===== config.mk =====
export PLATFORM = sky130hd
export DESIGN_NAME = itpa_ctrl
export DESIGN_NICKNAME = d
export VERILOG_FILES = /design/src/rtl/itpa_pkg.sv /design/src/rtl/itpa_ctrl.sv
export SDC_FILE = /design/constraint.sdc
export NUM_CORES = 1
export LEC_CHECK = 0
export BUFFER_PORTS_ARGS = -buffer_cell sky130_fd_sc_hd__buf_2
export CAP_MARGIN = 0
export CELL_PAD_IN_SITES_DETAIL_PLACEMENT = 1
export CELL_PAD_IN_SITES_GLOBAL_PLACEMENT = 2
export CORE_MARGIN = 8
export CORE_UTILIZATION = 22
export DETAILED_ROUTE_END_ITERATION = 10
export GPL_TIMING_DRIVEN = 0
export PLACE_DENSITY = 0.8
export SYNTH_ARGS = -nofsm -noshare
export SYNTH_HDL_FRONTEND = slang
export SYNTH_SLANG_ARGS = --single-unit

===== constraint.sdc =====
create_clock -name clk -period 2.58 [get_ports clk]
set_clock_uncertainty 0.2 [all_clocks]
set_input_delay 0.516 -clock clk [delete_from_list [all_inputs] [get_ports clk]]
set_output_delay 0.516 -clock clk [all_outputs]
set_load 0.01 [all_outputs]

===== src/rtl/itpa_pkg.sv =====
// ----------------------------------------------------------------------------
// itpa_pkg
// Shared types, constants and helpers for the integer to padded ASCII block.
// ----------------------------------------------------------------------------
`timescale 1ns / 1ps
`default_nettype none

package itpa_pkg;

    localparam int MAX_PAD     = 63;
    localparam int DIGIT_SLOTS = 24;
    localparam int IDX_W       = $clog2(DIGIT_SLOTS);
    localparam int CNT_W       = $clog2(DIGIT_SLOTS + 1);
    // Decimal digit: four steps of sixteen dividend bits each.
    localparam int DEC_STEPS   = 4;
    localparam int STEP_W      = $clog2(DEC_STEPS);
    // ceil(2^23 / 10); exact quotient by ten for any 20-bit partial dividend.
    localparam logic [19:0] DEC_MAGIC = 20'd838861;

    // Radix codes; the unused code falls through to hexadecimal.
    localparam logic [1:0] BASE_OCT = 2'd0;
    localparam logic [1:0] BASE_DEC = 2'd1;

    localparam logic [7:0] CH_MINUS = 8'h2D;
    localparam logic [7:0] CH_PLUS  = 8'h2B;
    localparam logic [7:0] CH_SPACE = 8'h20;
    localparam logic [7:0] CH_ZERO  = 8'h30;
    localparam logic [7:0] CH_UPPER_A = 8'h41;
    localparam logic [7:0] CH_LOWER_A = 8'h61;

    typedef struct packed {
        logic [63:0] value;
        logic [1:0]  base_select;
        logic [5:0]  pad_width;
        logic        treat_unsigned;
        logic        zero_pad;
        logic        plus_sign;
        logic        space_sign;
        logic        upper_digits;
    } in_item_t;

    typedef struct packed {
        logic [7:0] character;
        logic       last;
    } out_item_t;

    // Controller to datapath commands.
    typedef struct packed {
        logic load;
        logic conv_step;
        logic prep;
        logic emit_sign;
        logic emit_pad;
        logic emit_digit;
    } cmd_t;

    // Datapath to controller status.
    typedef struct packed {
        logic conv_done;
        logic has_sign;
        logic pad_zero;
        logic idx_zero;
        logic slot_free;
    } sts_t;

    function automatic logic [7:0] digit_char(input logic [3:0] d, input logic upper);
        logic [7:0] base_ch;
        base_ch = upper ? CH_UPPER_A : CH_LOWER_A;
        if (d < 4'd10)
            digit_char = CH_ZERO + {4'd0, d};
        else
            digit_char = base_ch + {4'd0, d} - 8'd10;
    endfunction

endpackage

`default_nettype wire


===== src/rtl/itpa_ctrl.sv =====
// ----------------------------------------------------------------------------
// itpa_ctrl
// Controller: sequences load, digit extraction, sign, pad and digit emission.
// ----------------------------------------------------------------------------
`timescale 1ns / 1ps
`default_nettype none

module itpa_ctrl (
    input  wire logic          clk,
    input  wire logic          rst_n,
    input  wire logic          in_valid,
    output logic               in_stall,
    input  itpa_pkg::sts_t     sts,
    output itpa_pkg::cmd_t     cmd
);

    typedef enum logic [4:0] {
        ST_IDLE    = 5'b00001,
        ST_CONVERT = 5'b00010,
        ST_SIGN    = 5'b00100,
        ST_PAD     = 5'b01000,
        ST_DIGITS  = 5'b10000
    } state_t;

    state_t state_reg, state_next;

    always_comb
    begin
        state_next = state_reg;
        cmd        = '0;
        in_stall   = 1'b1;
        case (state_reg)
            ST_IDLE:
            begin
                in_stall = 1'b0;
                if (in_valid)
                begin
                    cmd.load   = 1'b1;
                    state_next = ST_CONVERT;
                end
            end
            ST_CONVERT:
            begin
                if (sts.conv_done)
                begin
                    cmd.prep   = 1'b1;
                    state_next = ST_SIGN;
                end
                else
                begin
                    cmd.conv_step = 1'b1;
                end
            end
            ST_SIGN:
            begin
                if (!sts.has_sign)
                    state_next = ST_PAD;
                else if (sts.slot_free)
                begin
                    cmd.emit_sign = 1'b1;
                    state_next    = ST_PAD;
                end
            end
            ST_PAD:
            begin
                if (sts.pad_zero)
                    state_next = ST_DIGITS;
                else if (sts.slot_free)
                    cmd.emit_pad = 1'b1;
            end
            ST_DIGITS:
            begin
                if (sts.slot_free)
                begin
                    cmd.emit_digit = 1'b1;
                    if (sts.idx_zero)
                        state_next = ST_IDLE;
                end
            end
            default:
            begin
                state_next = ST_IDLE;
            end
        endcase
    end

    always_ff @(posedge clk or negedge rst_n)
    begin
        if (!rst_n)
            state_reg <= ST_IDLE;
        else
            state_reg <= state_next;
    end

endmodule

`default_nettype wire


# Yosys cells after proc, flatten, opt, wreduce, memory -nomap -nowiden
# Index checks and enable logic that the tools add are counted.
dict set report op_classes {
  eq_ne 11
  n_mux 20
  reduce_logical 1
}
# operator count
set ops {}
lappend ops {{5-bit 2-to-1 mux} 7}
lappend ops {{5-bit one-hot mux with 5 select lines} 1}
lappend ops {{1-bit 2-to-1 mux} 11}
lappend ops {{2-bit != test, second input constant} 5}
lappend ops {{6-bit AND reduction} 1}
lappend ops {{5-bit by 1-bit equality test with 1-bit output, second input constant} 1}
lappend ops {{5-bit by 2-bit equality test with 1-bit output, second input constant} 1}
lappend ops {{5-bit by 3-bit equality test with 1-bit output, second input constant} 1}
lappend ops {{5-bit by 4-bit equality test with 1-bit output, second input constant} 1}
lappend ops {{5-bit equality test, second input constant} 1}
lappend ops {{3-bit != test, second input constant} 1}
lappend ops {{2-bit 2-to-1 mux} 1}
dict set report totals {
  ff_bits 5
  inputBits 8
  output_inout_bits 7
  elab_cells 33
}

# Longest topological paths before layout
dict set report logic_depth {
  word_depth 3
  depth_mapped 4
  depth_no_buf 4
}

# Worst setup path after synthesis
# Ideal clock, no wire load.
dict set report synth_path {
  path_type {register -> output}
  start {reg state_reg[1]}
  end {out cmd[1] in the netlist's numbering}
  arrival_ps 1487
  required_ps 1864
  setup_slack_ps 377
  stages_incl_launch_ff 4
  cell_sequence {dfrtp_1 > or3_4 > or4b_4 > nor2_1}
}
# item line_no
set synth_lines {}
lappend synth_lines {{start: declaration} itpa_ctrl.sv:25} ;# state_t state_reg, state_next;
lappend synth_lines {{start signal: assignment} itpa_ctrl.sv:92} ;# state_reg <= state_next;
lappend synth_lines {{end: declaration} itpa_ctrl.sv:14} ;# output itpa_pkg::cmd_t cmd

==> results.json <==
{
  "run_status": "finished clean",
  "initial_core_util_pct": 22.8,
  "crit_type": "reg2out",
  "drive_gt1_share_pct": 41.0,
  "holdCritPathClass": "in2reg",
  "drtIter0Drc": 0,
  "ir_worst_vdd_v": 0.000386,
  "clkLatencyLatePin_ns": 0.24,
  "start_kind": "register",
  "yosysUniqueCellTypes": 21,
  "switching_power_w": 0.000151,
  "grt_antenna_before_repair": 0,
  "grt.total_usage_pct": 6.64,
  "mostFrequentLayoutCell": "buf_2",
  "drc_errors": 0,
  "swShare_pct": 36.5,
  "die_h_um": 55.0,
  "synth_area_um2": 335,
  "clkTransAtPathRegs_ns": 0.04,
  "comb_power_share_pct": 45.4,
  "yosys-top-cells-area": "dfrtp_1, dfstp_2, nor2b_1",
  "required_ns": 1.86,
  "ant_nets": 0,
  "seq_area_frac_synth_pct": 37.7,
  "seqPwrFrac_pct": 32.8,
  "slew_viol_final": 0,
  "ys_ff_latch": 5,
  "p_leak_nw": 0.234,
  "netlist_instances": 40,
  "antenna_cells": 0,
  "numPortBuffers": 14,
  "htree_levels": 1,
  "avgSynthCellArea_um2": 8.38,
  "clock_tree.root_cell": "clkbuf_4",
  "final_cells": 77,
  "cp_max_fo": 7,
  "grt-ovfl-total": 0,
  "gp_congestion": 0.743,
  "io_pins": 15,
  "slowest_stage": "or4b_4",
  "grt_max_degree": 8,
  "endpoint_kind": "primary output",
  "clock_sinks": 5,
  "fin_crit_ns": 2.53,
  "critical_path.max_stage_delay_ns": 0.54,
  "p_int_w": 0.000262,
  "dp.cells": 70,
  "clock_power_share_pct": 21.8,
  "fillCellCount": 201,
  "rsz0062_at_grt": "yes",
  "hold_violations": 0,
  "grt_pass1_wl_um": 1470,
  "core_um2": 1470,
  "final_cell_mix": "buf_2, nand2_1, nor2_1",
  "die_w_um": 55.0,
  "vias": 362,
  "tightestPinTransition_ns": 0.420,
  "dr.pass1.iters": 1,
  "rows": 14,
  "setup_violations": 0,
  "cts_tree": "built",
  "routedWlPerCell_um": 11.6,
  "fmax_mhz": 396,
  "routed_wl_um": 894,
  "numCtsBuffers": 3,
  "multi_input_area_um2": 205,
  "clockBufferDepth": 2,
  "yosysTopAreaCell": "dfrtp_1",
  "max_slew_margin_pct": 71.8,
  "powerDensity_nw_per_um2": 865,
  "syn_to_final_growth_pct": 42.5,
  "cp.arrival_ns": 1.81,
  "crit_chain": "or3_4 > or4b_4 > nor2_1 > buf_2",
  "grt_pass1_vias": 364,
  "largest_reg_flops": 5,
  "ys_warn_count": 0,
  "die_area_um2": 3030,
  "synth_top_cell_area_share_pct": 29.9,
  "seq_area_um2": 128,
  "synth_nets": 48,
  "fin_crit_sh_pct": 97.9,
  "maxCapViolCount": 0,
  "place_hpwl_um": 741,
  "final_core_util_pct": 32.5,
  "final_nets": 70,
  "viasPerCell": 4.70
}
timing repair:
| item | 4_1_cts | 5_1_grt |
|---|---|---|
| hold buffers | 1 | 0 |
| setup endpoints to repair | 0 | 1 |
| hold endpoints to repair | 4 | 0 |
| resized for setup | 0 | 1 |
| buffers inserted | 0 | 2 |
path summary, 6_finish.rpt:
kind                                    from      endpoint  slack (ns)  depth (start not counted)
worst max-delay path            state_reg[1]        cmd[1]        0.05                          4
worst min-delay path                in_valid  state_reg[0]        0.25                          2
worst max register to register  state_reg[1]  state_reg[0]        0.66                          5
worst min register to register  state_reg[1]  state_reg[1]        0.44                          2
max in group asynchronous              rst_n  state_reg[0]        1.55                          2
min in group asynchronous              rst_n  state_reg[4]        0.42                          2
cell usage after synthesis, drive strengths merged:
cell type	count
nand2	6
nor2	5
dfrtp	4
nor2b	4
and3	3
o21ai	3
a21oi	2
or3	2
a22oi	1
a31o	1
and2b	1
dfstp	1
inv	1
nand3b	1
nor3	1
nor4	1
o32ai	1
or4b	1
xnor2	1
cell families (layout without fill, tap and decap cells):
family | after synthesis | count (layout) | synth area share, %
xor+xnor | 1 | 1 | 2.61
buf+inv | 1 | 22 | 1.12
flops | 5 | 5 | 37.7
compound gates | 8 | 8 | 16.0
simple gates | 25 | 25 | 42.5
power groups by stage:
stage	clock, W	sequential, W	combinational (W)
floorplan	0	0.000128	0.000126
global placement	0	0.000136	0.000175
detailed placement	0	0.000135	0.000178
CTS	0.0000951	0.000134	0.000179
global route	0.0000961	0.000142	0.000210
finish	0.0000901	0.000135	0.000188
critical path: cells and delay by family (launching register included):
family                 cells  cell delay (ns)
buffers and inverters      1             0.13
flip-flops                 1             0.43
AND/OR/NAND/NOR            3             1.01
routing by layer:
layer  part of all wire [%]  wire length (µm)  track usage (%)  vias up
met1                     39               352             6.74      171
met2                     55               488             11.2        6
met4                    2.1                19             4.80        0
met3                    3.8                34             2.14        2
met5                      0                 0                0        -
li1                       -                 -                -      183
final cells by class:
cell class | instances | area share, %
Clock buffer | 4 | 5.50
Inverter | 1 | 0.785
Multi-Input combinational cell | 34 | 42.9
Sequential cell | 5 | 26.7
Tap cell | 16 | 4.19
Timing Repair Buffer | 17 | 19.9
per-stage QoR:
| stage | TNS, ns | instance area, µm² | total power, W | worst slack [ns] | hold slack, ns |
|---|---|---|---|---|---|
| finish | 0 | 478 | 0.000413 | 0.0543 | 0.253 |
| global route | -0.0110 | 478 | 0.000449 | -0.0110 | 0.272 |
| CTS | 0 | 462 | 0.000408 | 0.00511 | 0.248 |
| detailed placement | 0 | 425 | 0.000313 | 0.273 | 0.135 |
| global placement | 0 | 425 | 0.000311 | 0.263 | 0.134 |
| floorplan | 0 | 335 | 0.000254 | 0.377 | 0.0204 |
Note: power is estimated with default switching activity, not from simulation.
